File: config.mk
export PLATFORM = sky130hd
export DESIGN_NAME = value_keyed_linked_list_core
export DESIGN_NICKNAME = d
export VERILOG_FILES = /design/src/rtl/vkll_pkg.sv /design/src/rtl/vkll_ram.sv /design/src/rtl/value_keyed_linked_list_core.sv
export VERILOG_INCLUDE_DIRS = /design/src /design/src/rtl
export SDC_FILE = /design/constraint.sdc
export NUM_CORES = 1
export LEC_CHECK = 0
export BUFFER_PORTS_ARGS = -buffer_cell sky130_fd_sc_hd__buf_2
export CORE_ASPECT_RATIO = 1.75
export CORE_MARGIN = 3
export CORE_UTILIZATION = 45
export DETAILED_ROUTE_END_ITERATION = 6
export HOLD_SLACK_MARGIN = 0.02
export PLACE_DENSITY = 0.63
export REMOVE_ABC_BUFFERS = 1
export SYNTH_ARGS = -nofsm -noshare
export SYNTH_HDL_FRONTEND = slang
export SYNTH_HIERARCHICAL = 1
export SYNTH_SLANG_ARGS = --single-unit
export TNS_END_PERCENT = 10
File: constraint.sdc
create_clock -name clk -period 7.7 [get_ports clk]
set_clock_uncertainty 0.05 [all_clocks]
set_input_delay 0.77 -clock clk [delete_from_list [all_inputs] [get_ports clk]]
set_output_delay 0.77 -clock clk [all_outputs]
set_load 0.02 [all_outputs]
File: src/rtl/value_keyed_linked_list_core_defines.svh
// Assertion macros shared by the linked list RTL.
`ifndef VALUE_KEYED_LINKED_LIST_CORE_DEFINES_SVH
`define VALUE_KEYED_LINKED_LIST_CORE_DEFINES_SVH

// Condition holds at every clock edge out of reset.
`define VKLL_ASSERT_HOLD(label, cond, msg) \
    label: assert property (@(posedge clk) disable iff (!rst_n) (cond)) else $error(msg);

// Same-cycle implication.
`define VKLL_ASSERT_IMP(label, ante, cons, msg) \
    label: assert property (@(posedge clk) disable iff (!rst_n) (ante) |-> (cons)) \
        else $error(msg);

// Next-cycle implication.
`define VKLL_ASSERT_NXT(label, ante, cons, msg) \
    label: assert property (@(posedge clk) disable iff (!rst_n) (ante) |=> (cons)) \
        else $error(msg);

`endif

File: src/rtl/vkll_pkg.sv
// Types and constants for the value keyed linked list core.
package vkll_pkg;

    localparam int NODES_DEF      = 16;
    localparam int VALUE_BITS_DEF = 32;

    localparam int FUNC_W    = 3;
    localparam int IN_VAL_W  = 32;
    localparam int STATUS_W  = 2;
    localparam int POS_W     = 4;
    localparam int COUNT_W   = 5;

    localparam int S_TDATA_W = 2 * IN_VAL_W;
    localparam int S_TUSER_W = FUNC_W;
    localparam int M_TDATA_W = 16;
    localparam int M_TUSER_W = STATUS_W + 1;
    localparam int M_PAD_W   = M_TDATA_W - POS_W - COUNT_W;

    typedef enum logic [FUNC_W-1:0] {
        FN_CLEAR  = 3'd0,
        FN_HEAD   = 3'd1,
        FN_TAIL   = 3'd2,
        FN_FIND   = 3'd3,
        FN_MODIFY = 3'd4,
        FN_DELETE = 3'd5
    } func_t;

    typedef enum logic [STATUS_W-1:0] {
        STAT_DONE     = 2'd0,
        STAT_NOTFOUND = 2'd1,
        STAT_FULL     = 2'd2
    } status_t;

    typedef enum logic [2:0] {
        S_IDLE,
        S_SCAN,
        S_INS_A,
        S_INS_B,
        S_WALK,
        S_UPD,
        S_RESP
    } state_t;

endpackage

File: src/rtl/vkll_ram.sv
// Generic single write port RAM with registered read.
module vkll_ram #(
    parameter int WIDTH = 32,
    parameter int DEPTH = 16
) (
    input  logic                     clk,
    input  logic                     we,
    input  logic [$clog2(DEPTH)-1:0] waddr,
    input  logic [WIDTH-1:0]         wdata,
    input  logic [$clog2(DEPTH)-1:0] raddr,
    output logic [WIDTH-1:0]         rdata
);

    logic [WIDTH-1:0] mem [DEPTH];

    always_ff @(posedge clk)
    begin
        if (we)
        begin
            mem[waddr] <= wdata;
        end
        rdata <= mem[raddr];
    end

endmodule

File: src/rtl/value_keyed_linked_list_core.sv
// Top level of the value keyed doubly linked list core.
//
//  channel  | dir | handshake         | payload
//  ---------+-----+-------------------+--------------------------------------------
//  s_*      | in  | s_tvalid/s_tready | tuser: func; tdata: key_value, new_value
//  m_*      | out | m_tvalid/m_tready | tuser: status, found; tdata: position, count
//
// One item at a time; s_tready is high only while the sequencer is idle.
// Clear, unused codes, insert into a full store and search of an empty list go straight
// to the response. Insert scans the free map for the lowest free slot (one slot a cycle),
// then writes the new node and links its neighbor. Find walks from the head to a match
// or the last entry; modify and delete add an update step for the link and value writes.
// The three node stores come out of reset undefined; only linked entries are read.
// A result waits in the output register while m_tready is low; the next item is
// taken meanwhile and finishes once the register frees up.
`include "value_keyed_linked_list_core_defines.svh"

module value_keyed_linked_list_core
    import vkll_pkg::*;
#(
    parameter int NODES      = NODES_DEF,
    parameter int VALUE_BITS = VALUE_BITS_DEF
) (
    input  logic                 clk,
    input  logic                 rst_n,
    input  logic                 s_tvalid,
    output logic                 s_tready,
    input  logic [S_TDATA_W-1:0] s_tdata,  // [31:0] key_value, [63:32] new_value
    input  logic [S_TUSER_W-1:0] s_tuser,  // [2:0] func
    output logic                 m_tvalid,
    input  logic                 m_tready,
    output logic [M_TDATA_W-1:0] m_tdata,  // [3:0] position, [8:4] entry_count, zero pad
    output logic [M_TUSER_W-1:0] m_tuser   // [1:0] status, [2] found
);

    localparam int SLOT_BITS = $clog2(NODES);
    localparam int CNT_BITS  = $clog2(NODES + 1);
    localparam logic [SLOT_BITS:0]  NODE_LIMIT = (SLOT_BITS + 1)'(NODES);
    localparam logic [CNT_BITS-1:0] NODE_CNT   = CNT_BITS'(NODES);

    typedef logic [SLOT_BITS-1:0] slot_t;

    // links are always written with valid slots; this keeps stray values in range
    function automatic slot_t slot_ok(input slot_t s);
        return ({1'b0, s} < NODE_LIMIT) ? s : '0;
    endfunction

    // control state
    state_t              state_reg, state_next;
    slot_t               head_reg, head_next;
    slot_t               tail_reg, tail_next;
    logic [CNT_BITS-1:0] count_reg, count_next;
    logic [NODES-1:0]    free_reg, free_next;
    logic                out_valid_reg, out_valid_next;

    // per-item working registers
    func_t               func_reg, func_next;
    logic [VALUE_BITS-1:0] key_reg, key_next;
    logic [VALUE_BITS-1:0] newv_reg, newv_next;
    slot_t               idx_reg, idx_next;     // walk position, or slot scan counter
    slot_t               cur_reg, cur_next;     // slot under the walk
    slot_t               nx_reg, nx_next;
    slot_t               pv_reg, pv_next;
    status_t             res_status_reg, res_status_next;
    logic                res_found_reg, res_found_next;
    slot_t               res_pos_reg, res_pos_next;

    // output register
    status_t             out_status_reg, out_status_next;
    logic                out_found_reg, out_found_next;
    logic [POS_W-1:0]    out_pos_reg, out_pos_next;
    logic [COUNT_W-1:0]  out_count_reg, out_count_next;

    // node stores
    logic                  val_we, nxt_we, prv_we;
    slot_t                 val_waddr, nxt_waddr, prv_waddr;
    logic [VALUE_BITS-1:0] val_wdata;
    slot_t                 nxt_wdata, prv_wdata;
    slot_t                 rd_addr;
    logic [VALUE_BITS-1:0] val_rdata;
    slot_t                 nxt_rdata, prv_rdata;

    logic  accept;
    func_t acc_func;
    logic  match;
    logic  walk_last;
    logic  resp_load;
    logic  is_head, is_tail;

    assign accept    = s_tvalid && s_tready;
    assign acc_func  = func_t'(s_tuser[FUNC_W-1:0]);
    assign match     = (val_rdata == key_reg);
    assign walk_last = (CNT_BITS'(idx_reg) + CNT_BITS'(1)) >= count_reg;
    assign resp_load = (state_reg == S_RESP) && (!out_valid_reg || m_tready);
    assign is_head   = (cur_reg == head_reg);
    assign is_tail   = (cur_reg == tail_reg);

    vkll_ram #(.WIDTH(VALUE_BITS), .DEPTH(NODES)) u_value_ram (
        .clk   (clk),
        .we    (val_we),
        .waddr (val_waddr),
        .wdata (val_wdata),
        .raddr (rd_addr),
        .rdata (val_rdata)
    );

    vkll_ram #(.WIDTH(SLOT_BITS), .DEPTH(NODES)) u_next_ram (
        .clk   (clk),
        .we    (nxt_we),
        .waddr (nxt_waddr),
        .wdata (nxt_wdata),
        .raddr (rd_addr),
        .rdata (nxt_rdata)
    );

    vkll_ram #(.WIDTH(SLOT_BITS), .DEPTH(NODES)) u_prev_ram (
        .clk   (clk),
        .we    (prv_we),
        .waddr (prv_waddr),
        .wdata (prv_wdata),
        .raddr (rd_addr),
        .rdata (prv_rdata)
    );

    // next state
    always_comb
    begin
        state_next = state_reg;
        unique case (state_reg)
            S_IDLE:
            begin
                if (accept)
                begin
                    unique case (acc_func) inside
                        FN_HEAD, FN_TAIL:
                            state_next = (count_reg >= NODE_CNT) ? S_RESP : S_SCAN;
                        FN_FIND, FN_MODIFY, FN_DELETE:
                            state_next = (count_reg == '0) ? S_RESP : S_WALK;
                        default:
                            state_next = S_RESP;
                    endcase
                end
            end
            S_SCAN:
            begin
                if (free_reg[idx_reg])
                begin
                    state_next = S_INS_A;
                end
            end
            S_INS_A:
                state_next = S_INS_B;
            S_INS_B:
                state_next = S_RESP;
            S_WALK:
            begin
                if (match)
                begin
                    state_next = (func_reg == FN_FIND) ? S_RESP : S_UPD;
                end
                else if (walk_last)
                begin
                    state_next = S_RESP;
                end
            end
            S_UPD:
                state_next = S_RESP;
            S_RESP:
            begin
                if (resp_load)
                begin
                    state_next = S_IDLE;
                end
            end
            default:
                state_next = S_IDLE;
        endcase
    end

    // datapath and store controls
    always_comb
    begin
        head_next       = head_reg;
        tail_next       = tail_reg;
        count_next      = count_reg;
        free_next       = free_reg;
        func_next       = func_reg;
        key_next        = key_reg;
        newv_next       = newv_reg;
        idx_next        = idx_reg;
        cur_next        = cur_reg;
        nx_next         = nx_reg;
        pv_next         = pv_reg;
        res_status_next = res_status_reg;
        res_found_next  = res_found_reg;
        res_pos_next    = res_pos_reg;
        out_status_next = out_status_reg;
        out_found_next  = out_found_reg;
        out_pos_next    = out_pos_reg;
        out_count_next  = out_count_reg;
        out_valid_next  = out_valid_reg && !m_tready;

        val_we    = 1'b0;
        val_waddr = cur_reg;
        val_wdata = newv_reg;
        nxt_we    = 1'b0;
        nxt_waddr = pv_reg;
        nxt_wdata = nx_reg;
        prv_we    = 1'b0;
        prv_waddr = nx_reg;
        prv_wdata = pv_reg;
        rd_addr   = slot_ok(head_reg);

        unique case (state_reg)
            S_IDLE:
            begin
                if (accept)
                begin
                    func_next       = acc_func;
                    key_next        = VALUE_BITS'($signed(s_tdata[IN_VAL_W-1:0]));
                    newv_next       = VALUE_BITS'($signed(s_tdata[S_TDATA_W-1:IN_VAL_W]));
                    idx_next        = '0;
                    cur_next        = slot_ok(head_reg);
                    res_status_next = STAT_DONE;
                    res_found_next  = 1'b0;
                    res_pos_next    = '0;
                    unique case (acc_func) inside
                        FN_CLEAR:
                        begin
                            head_next  = '0;
                            tail_next  = '0;
                            count_next = '0;
                            free_next  = '1;
                        end
                        FN_HEAD, FN_TAIL:
                        begin
                            if (count_reg >= NODE_CNT)
                            begin
                                res_status_next = STAT_FULL;
                            end
                        end
                        FN_FIND, FN_MODIFY, FN_DELETE:
                        begin
                            if (count_reg == '0)
                            begin
                                res_status_next = STAT_NOTFOUND;
                            end
                        end
                        default:
                        begin
                        end
                    endcase
                end
            end
            S_SCAN:
            begin
                if (!free_reg[idx_reg])
                begin
                    idx_next = idx_reg + slot_t'(1);
                end
            end
            S_INS_A:
            begin
                // new node: value plus its own links
                val_we    = 1'b1;
                val_waddr = idx_reg;
                val_wdata = key_reg;
                nxt_we    = 1'b1;
                nxt_waddr = idx_reg;
                prv_we    = 1'b1;
                prv_waddr = idx_reg;
                if (count_reg == '0)
                begin
                    nxt_wdata = idx_reg;
                    prv_wdata = idx_reg;
                end
                else if (func_reg == FN_HEAD)
                begin
                    nxt_wdata = head_reg;
                    prv_wdata = idx_reg;
                end
                else
                begin
                    nxt_wdata = idx_reg;
                    prv_wdata = tail_reg;
                end
            end
            S_INS_B:
            begin
                // hook the neighbor to the new node
                if (count_reg == '0)
                begin
                    head_next = idx_reg;
                    tail_next = idx_reg;
                end
                else if (func_reg == FN_HEAD)
                begin
                    prv_we    = 1'b1;
                    prv_waddr = slot_ok(head_reg);
                    prv_wdata = idx_reg;
                    head_next = idx_reg;
                end
                else
                begin
                    nxt_we    = 1'b1;
                    nxt_waddr = slot_ok(tail_reg);
                    nxt_wdata = idx_reg;
                    tail_next = idx_reg;
                end
                free_next[idx_reg] = 1'b0;
                count_next         = count_reg + CNT_BITS'(1);
            end
            S_WALK:
            begin
                // data of cur_reg is on the read ports; fetch its successor now
                rd_addr = slot_ok(nxt_rdata);
                if (match)
                begin
                    res_found_next = 1'b1;
                    res_pos_next   = idx_reg;
                    nx_next        = slot_ok(nxt_rdata);
                    pv_next        = slot_ok(prv_rdata);
                end
                else if (walk_last)
                begin
                    res_status_next = STAT_NOTFOUND;
                end
                else
                begin
                    cur_next = slot_ok(nxt_rdata);
                    idx_next = idx_reg + slot_t'(1);
                end
            end
            S_UPD:
            begin
                if (func_reg == FN_MODIFY)
                begin
                    val_we = 1'b1;
                end
                else
                begin
                    // unlink; a new head keeps its stale back link
                    if (is_head && is_tail)
                    begin
                        head_next = '0;
                        tail_next = '0;
                    end
                    else if (is_head)
                    begin
                        head_next = nx_reg;
                    end
                    else if (is_tail)
                    begin
                        tail_next = pv_reg;
                        nxt_we    = 1'b1;
                        nxt_wdata = pv_reg;
                    end
                    else
                    begin
                        nxt_we = 1'b1;
                        prv_we = 1'b1;
                    end
                    free_next[cur_reg] = 1'b1;
                    count_next         = count_reg - CNT_BITS'(1);
                end
            end
            S_RESP:
            begin
                if (resp_load)
                begin
                    out_valid_next  = 1'b1;
                    out_status_next = res_status_reg;
                    out_found_next  = res_found_reg;
                    out_pos_next    = POS_W'(res_pos_reg);
                    out_count_next  = COUNT_W'(count_reg);
                end
            end
            default:
            begin
            end
        endcase
    end

    always_ff @(posedge clk or negedge rst_n)
    begin
        if (!rst_n)
        begin
            state_reg     <= S_IDLE;
            head_reg      <= '0;
            tail_reg      <= '0;
            count_reg     <= '0;
            free_reg      <= '1;
            out_valid_reg <= 1'b0;
        end
        else
        begin
            state_reg     <= state_next;
            head_reg      <= head_next;
            tail_reg      <= tail_next;
            count_reg     <= count_next;
            free_reg      <= free_next;
            out_valid_reg <= out_valid_next;
        end
    end

    always_ff @(posedge clk)
    begin
        func_reg       <= func_next;
        key_reg        <= key_next;
        newv_reg       <= newv_next;
        idx_reg        <= idx_next;
        cur_reg        <= cur_next;
        nx_reg         <= nx_next;
        pv_reg         <= pv_next;
        res_status_reg <= res_status_next;
        res_found_reg  <= res_found_next;
        res_pos_reg    <= res_pos_next;
        out_status_reg <= out_status_next;
        out_found_reg  <= out_found_next;
        out_pos_reg    <= out_pos_next;
        out_count_reg  <= out_count_next;
    end

    assign s_tready = (state_reg == S_IDLE);
    assign m_tvalid = out_valid_reg;
    assign m_tdata  = {{M_PAD_W{1'b0}}, out_count_reg, out_pos_reg};
    assign m_tuser  = {out_found_reg, out_status_reg};

    `VKLL_ASSERT_HOLD(a_count_bound, count_reg <= NODE_CNT, "entry count above store size")
    `VKLL_ASSERT_IMP(a_ins_slot_free, state_reg == S_INS_B, free_reg[idx_reg],
        "insert claims a slot that is in use")
    `VKLL_ASSERT_IMP(a_walk_in_list, state_reg == S_WALK, CNT_BITS'(idx_reg) < count_reg,
        "walk ran past the list end")
    `VKLL_ASSERT_NXT(a_resp_handoff, resp_load, m_tvalid && (state_reg == S_IDLE),
        "result not handed to the output register")
    `VKLL_ASSERT_IMP(a_found_done, out_valid_reg && out_found_reg,
        out_status_reg == STAT_DONE, "found result with a failure status")

endmodule
==> results of run 1 <==
cells in the mapped netlist (all sizes together), types with 4 or more instances:
| cell type | n |
|---|---|
| dfxtp | 40 |
| nor2b | 19 |
| a22oi | 76 |
| nand3b | 6 |
| clkbuf | 47 |
| o21ai | 45 |
| nand2 | 187 |
| dfstp | 16 |
| ha | 12 |
| edfxtp | 742 |
| nor4 | 5 |
| nor2 | 70 |
| mux4 | 164 |
| a21oi | 42 |
| mux2i | 6 |
| nand4 | 8 |
| a21o | 4 |
| a31oi | 9 |
| nor3 | 15 |
| o31ai | 4 |
| buf | 49 |
| dfrtp | 17 |
| a22o | 5 |
| nand3 | 27 |
| nand2b | 9 |
| a221oi | 4 |
| mux2 | 12 |
| xor2 | 10 |
| xnor2 | 35 |
| o221ai | 5 |
| inv | 16 |
| o22ai | 21 |
worst max-delay path, stage by stage (launching register included):
cell,delay [ns]
dfrtp_1,1.00
inv_2,0.20
or3_1,0.62
inv_4,0.19
nand3_4,0.11
nand2_1,0.15
nand3_1,0.31
nor3_2,0.94
buf_4,0.59
through the flow:
stage	hold WS (ns)	worst slack (ns)	cells
after floorplan	0.3355	-0.8770	1669
after global placement	0.3530	3.268	2705
after detailed placement	0.3545	3.148	2705
after CTS	0.1715	3.115	2841
after global routing	0.2223	2.896	2841
final	0.1807	3.124	2841
cell type report:
cell class                      instances  area [um2]
Clock inverter                         36       466.7
Inverter                               17       67.56
Clock buffer                          100        2061
Multi-Input combinational cell        837        7940
Sequential cell                       815       23930
Tap cell                              917        1147
Timing Repair Buffer                  119       708.2
Fill cell                            5671       34540
routing by layer:
metal / track usage / vias up / part of all wire / wire length (um)
met4: 0.07635 / 0 / 0.034 / 2510
met3: 0.03078 / 135 / 0.054 / 4002
li1: - / 7220 / - / -
met1: 0.2363 / 8657 / 0.37 / 27320
met2: 0.3615 / 526 / 0.55 / 40640
met5: 0 / - / 0 / 0
power by group:
part           internal (mW)  switching (mW)  total [mW]
Clock                   2.20            1.60        3.81
Sequential              6.24           0.310        6.55
Combinational           1.68            2.90        4.58
Total                   10.1            4.81        14.9
logic make-up (layout without fill, tap and decap cells):
logic type | Yosys count | after routing | synth area share
DFF | 815 | 815 | 0.7419
AOI/OAI and AO/OA | 228 | 228 | 0.04733
xor gates and xnor gates | 45 | 45 | 0.01222
buffers and inverters | 113 | 272 | 0.01757
and+or+nand+nor | 362 | 362 | 0.05132
muxes | 182 | 182 | 0.1243
adders and majority gates | 13 | 13 | 0.005276
other | 1 | 7 | 0.0001163
worst paths after layout:
check / start / end / slack [ns] / cells past startpoint
max: state_reg[0] / u_value_ram/mem[12][11] / 3.12 / 8
max in group asynchronous: rst_n / tail_reg[1] / 6.90 / 1
min in group clk: s_tdata[10] / key_reg[10] / 0.27 / 1
min: rst_n / m_tvalid / 0.18 / 1
max reg2reg: state_reg[0] / u_value_ram/mem[12][11] / 3.12 / 8
min reg2reg: res_pos_reg[1] / out_pos_reg[1] / 0.37 / 0
==> metrics.md, run 1 <==
| Metric | Value |
|---|---|
| Fmax | 0.2185 GHz |
| Final #Nets | 1,948 |
| RSZ-0062 raised after global routing | false |
| Period minus WS final | 4.576 ns |
| WS Path Type | reg2reg |
| HPWL after DPL | 43,220 um |
| PD cells | 411.1 nW/um2 |
| Root Buffer | clkbuf_16 |
| Hold Vio Cnt, Final | 0 |
| Endpoints failing setup | 0 |
| Setup tns final | 0 ns |
| Synth cell types | 71 |
| Clock transition at path regs | 0.06 ns |
| Slew Viols, Final | 0 |
| Placer Congestion | 0.8753 |
| Biggest regs | u_value_ram/mem: 512 flops, u_next_ram/mem: 64 flops, u_prev_ram/mem: 64 flops |
| Worst setup SP type | flop |
| Via count | 16,538 |
| Syn avg cell area | 18.34 um2 |
| CTS Buffer Depth | 3 |
| Post_cts resized | 0 |
| Synth area leaders | edfxtp_1, mux4_2, dfxtp_1 |
| Number of enable flip-flop cells after synthesis | 742 |
| Core ar. | 70,860 um2 |
| Peak VDD IR | 0.2417 mV |
| Total Power | 14.93 mW |
| Top reg by flops | u_value_ram/mem |
| Number of synthesized register bits | 815 |
| Synth async-reset ratio | 0.04049 |
| Yosys top cell by area | edfxtp_1 |
| H-tree Lvls | 3 |
| Initial antenna violation count | 0 |
| Commonest non-fill, non-tap cell in the layout | edfxtp_1 |
| I/O Pins | 92 |
| Max-cap viol count | 0 |
| Fraction of layout cells with a size suffix above 1 | 0.2287 |
| Final wirelength | 74,470 um |
| Crit path DAT | 4.78 ns |
| Post-layout util | 0.5126 |
| Seq/Total Area, Yosys | 0.7419 |
| Area Overhead vs Synth | 12.60% |
| Vias in the first global route | 17,398 |
| Drc violations | 0 |
| Die Width | 208.4 um |
| Top-area cell type share of the netlist area | 0.6908 |
| Most frequent cells in the layout | edfxtp_1, nand2_1, mux4_2, buf_2, a22oi_1 |
| Crit. End Element | flop |
| Max_slew headroom | 0.1112 |
| Design area | 36,320 um2 |
| Total track usage | 0.1985 |
| Worst skew pair latency | 0.63 ns |
| Area after DPL | 33,790 um2 |
| Antenna diodes | 0 |
| Wire per inst | 26.21 um |
| Worst Tran Pin Value | 1.330 ns |
| Largest net degree at the start of global routing | 148 |
| Congestion Overflow GR | 0 |
| Quantity of hold-fixing buffers added after cts | 0 |
| Tcrit/Tclk final | 0.5943 |
| Top FF cell, synth | edfxtp_1 |
| Ys Warns | 6 |
| Worst min path class | in2async |
| Synthesized instance count | 1,759 |
| DR pass1 iterations | 5 |
| Starting Density | 0.4552 |
| First-pass GRT wire length | 111,500 um |
| Vias per std cell | 5.821 |
| CTS sink cnt | 815 |
| CTS tree | done |
| Worst EP required | 7.91 ns |
| Port Buffers | 84 |
| Largest register FFs | 512 |
| DR iter-0 viols | 1,305 |
| Die height | 360.2 um |
| Antenna violation net count after detailed routing | 0 |
| Setup bufs post-CTS | 0 |
| CP max FO | 25 |
| Die area | 75,050 um2 |
| Lkg Pwr | 11.86 nW |
| Status | finished clean |
| Num CTS Buffers | 74 |
| Mapped Area | 32,250 um2 |
| Site Rows | 129 |
Power figures use the tool's default switching activity.
==> run 2: changes to the inputs <==
==> constraint.sdc (replaced) <==
create_clock -name clk -period 4.45 [get_ports clk]
set_clock_uncertainty 0.05 [all_clocks]
set_input_delay 0.445 -clock clk [delete_from_list [all_inputs] [get_ports clk]]
set_output_delay 0.445 -clock clk [all_outputs]
set_load 0.02 [all_outputs]
==> run 2 against run 1 <==
Effect of this change: final cell count is 3.1% higher; design area is 2.7% higher; hold slack worse by 0.13 ns; clock power is 70% higher; count of clock-buffer cells in the layout is 1 higher; combinational power is 81% higher; highest routed layer unchanged; via count is 1.8% higher; sequential power is 73% higher.
==> metrics.md, run 2 (synthesized netlist as in run 1, its figures left out) <==
| Metric | Value |
|---|---|
| Congestion Overflow GR | 0 (unchanged) |
| Worst skew pair latency | 0.63 ns (about the same) |
| Hold Vio Cnt, Final | 0 (unchanged) |
| Period minus WS final | 3.631 ns (-0.9459 ns) |
| Worst Tran Pin Value | 1.048 ns (-0.2817 ns) |
| CTS Buffer Depth | 3 (unchanged) |
| Status | finished clean |
| Total track usage | 0.2021 (+0.003581) |
| Biggest regs | u_value_ram/mem: 512 flops, u_next_ram/mem: 64 flops, u_prev_ram/mem: 64 flops |
| WS Path Type | reg2reg |
| Via count | 16,843 (+1.8%) |
| DR iter-0 viols | 1,387 (+6.3%) |
| Dpl ws | 0.8179 ns (-2.330 ns) |
| Max_slew headroom | 0.3011 (+0.1899) |
| Slowest CP cell | mux4_1 |
| Die area | 75,050 um2 (unchanged) |
| Fraction of layout cells with a size suffix above 1 | 0.2308 (+0.002156) |
| GR peak layer | met2 |
| Vias per std cell | 5.752 (-1.2%) |
| Crit path DAT | 4.06 ns (-0.72 ns) |
| Worst setup SP type | flop |
| Area after DPL | 34,180 um2 (+1.2%) |
| Antenna violation net count after detailed routing | 0 (unchanged) |
| Starting Density | 0.4552 (unchanged) |
| Drc violations | 0 (unchanged) |
| Placer Congestion | 0.8731 (-0.25%) |
| Initial antenna violation count | 1 (+1) |
| Area Overhead vs Synth | 15.70% |
| Post_cts resized | 0 (unchanged) |
| Top reg by flops | u_value_ram/mem |
| Met1 Resource Use GR | 0.2357 (-0.0006280) |
| Port Buffers | 84 (unchanged) |
| Tcrit/Tclk final | 0.8159 (+0.2215) |
| Vias in the first global route | 18,003 (+3.5%) |
| Final WS setup | 0.8194 ns (-2.304 ns) |
| Lkg Pwr | 12.28 nW (+3.6%) |
| HPWL after DPL | 45,750 um (+5.8%) |
| Worst Path Buf+Inv | 3 (unchanged) |
| Clock transition at path regs | 0.06 ns (about the same) |
| Largest net degree at the start of global routing | 49 (-67%) |
| Worst min path class | in2reg |
| M2 GR Usage | 0.3719 (+0.01043) |
| Most frequent cells in the layout | edfxtp_1, nand2_1, mux4_2, buf_2, a22oi_1 |
| Final wirelength | 75,470 um (+1.3%) |
| I/O Pins | 92 (unchanged) |
| CP dominant cell by count | inv_1 |
| Total Power | 26.11 mW (+75%) |
| DR pass1 iterations | 5 (unchanged) |
| Design area | 37,320 um2 (+2.7%) |
| Worst EP required | 4.88 ns (-3.03 ns) |
| Fmax | 0.2754 GHz (+26%) |
| Num CTS Buffers | 74 (unchanged) |
| CTS tree | done |
| CP top delay family | simple AND/OR/NAND/NOR gates |
| Root Buffer | clkbuf_16 |
| Core ar. | 70,860 um2 (unchanged) |
| CP peak stage delay | 0.59 ns (-0.41 ns) |
| CTS sink cnt | 815 (unchanged) |
| RSZ-0062 raised after global routing | false |
| H-tree Lvls | 3 (unchanged) |
| Die height | 360.2 um (unchanged) |
| Endpoints failing setup | 0 (unchanged) |
| Cell Chain, Critical Path | inv_1 -> or3_1 -> inv_1 -> nand2_1 -> nand2_4 -> buf_12 -> mux4_1 -> a22oi_1 -> nand3_1 |
| First-pass GRT wire length | 113,500 um (+1.8%) |
| Die Width | 208.4 um (unchanged) |
| Site Rows | 129 (unchanged) |
| CP max FO | 26 (+4.0%) |
| Crit. End Element | flop |
| Max-cap viol count | 0 (unchanged) |
| Peak VDD IR | 0.4189 mV (+73%) |
| Wire per inst | 25.78 um (-1.7%) |
| Met3 Use GR | 0.02685 (-0.003923) |
| Largest register FFs | 512 (unchanged) |
| Final #Nets | 2,035 (+4.5%) |
| PD cells | 699.7 nW/um2 (+70%) |
| Slew Viols, Final | 0 (unchanged) |
| Commonest non-fill, non-tap cell in the layout | edfxtp_1 |
| Post-layout util | 0.5266 (+0.01407) |
run 2: layer usage:
metal | up-vias | part of all wire
li1 | 7404 | -
met1 | 8701 | 0.36
met2 | 571 | 0.54
met3 | 167 | 0.049
met4 | 0 | 0.042
met5 | - | 0
run 2: report_power, final:
| group | switching (mW) | total, mW | leakage (nW) | internal (mW) |
|---|---|---|---|---|
| Clock | 2.78 | 6.49 | 1.21 | 3.71 |
| Sequential | 0.521 | 11.3 | 7.46 | 10.8 |
| Combinational | 5.18 | 8.31 | 3.62 | 3.14 |
| Total | 8.48 | 26.1 | 12.3 | 17.6 |
run 2: area by class of cell:
| type | instances | area [um2] |
|---|---|---|
| Fill cell | 5512 | 33540 |
| Sequential cell | 815 | 23930 |
| Multi-Input combinational cell | 837 | 7940 |
| Clock buffer | 101 | 2074 |
| Timing Repair Buffer | 206 | 1749 |
| Tap cell | 917 | 1147 |
| Clock inverter | 34 | 406.6 |
| Inverter | 17 | 67.56 |
| Antenna cell | 1 | 2.502 |
run 2: per-stage QoR:
stage	hold WS [ns]	setup TNS, ns	cells
floorplan	0.09941	-475.22	1669
global placement	0.3555	0	2727
detailed placement	0.3414	0	2727
CTS	0.02205	0	2927
global route	0.04943	0	2927
finish	0.05035	0	2928
run 2: path summary, 6_finish.rpt:
kind	startpoint	end	slack [ns]	cells after the start
min in group asynchronous	rst_n	count_reg[1]	0.40	2
worst max-delay path	state_reg[2]	u_prev_ram/rdata[1]	0.82	9
max in group asynchronous	rst_n	m_tvalid	3.44	2
worst max register to register	state_reg[2]	u_prev_ram/rdata[1]	0.82	9
worst min-delay path	s_tuser[0]	func_reg[0]	0.05	1
worst min register to register	u_prev_ram/rdata[2]	pv_reg[2]	0.37	0
run 2: what timing repair did:
| item | CTS | global route |
|---|---|---|
| hold buffers | 65 | 0 |
| endpoints found under the hold margin | 81 | 0 |
| setup endpoints to repair | 0 | 0 |
| buffers inserted | 0 | 0 |
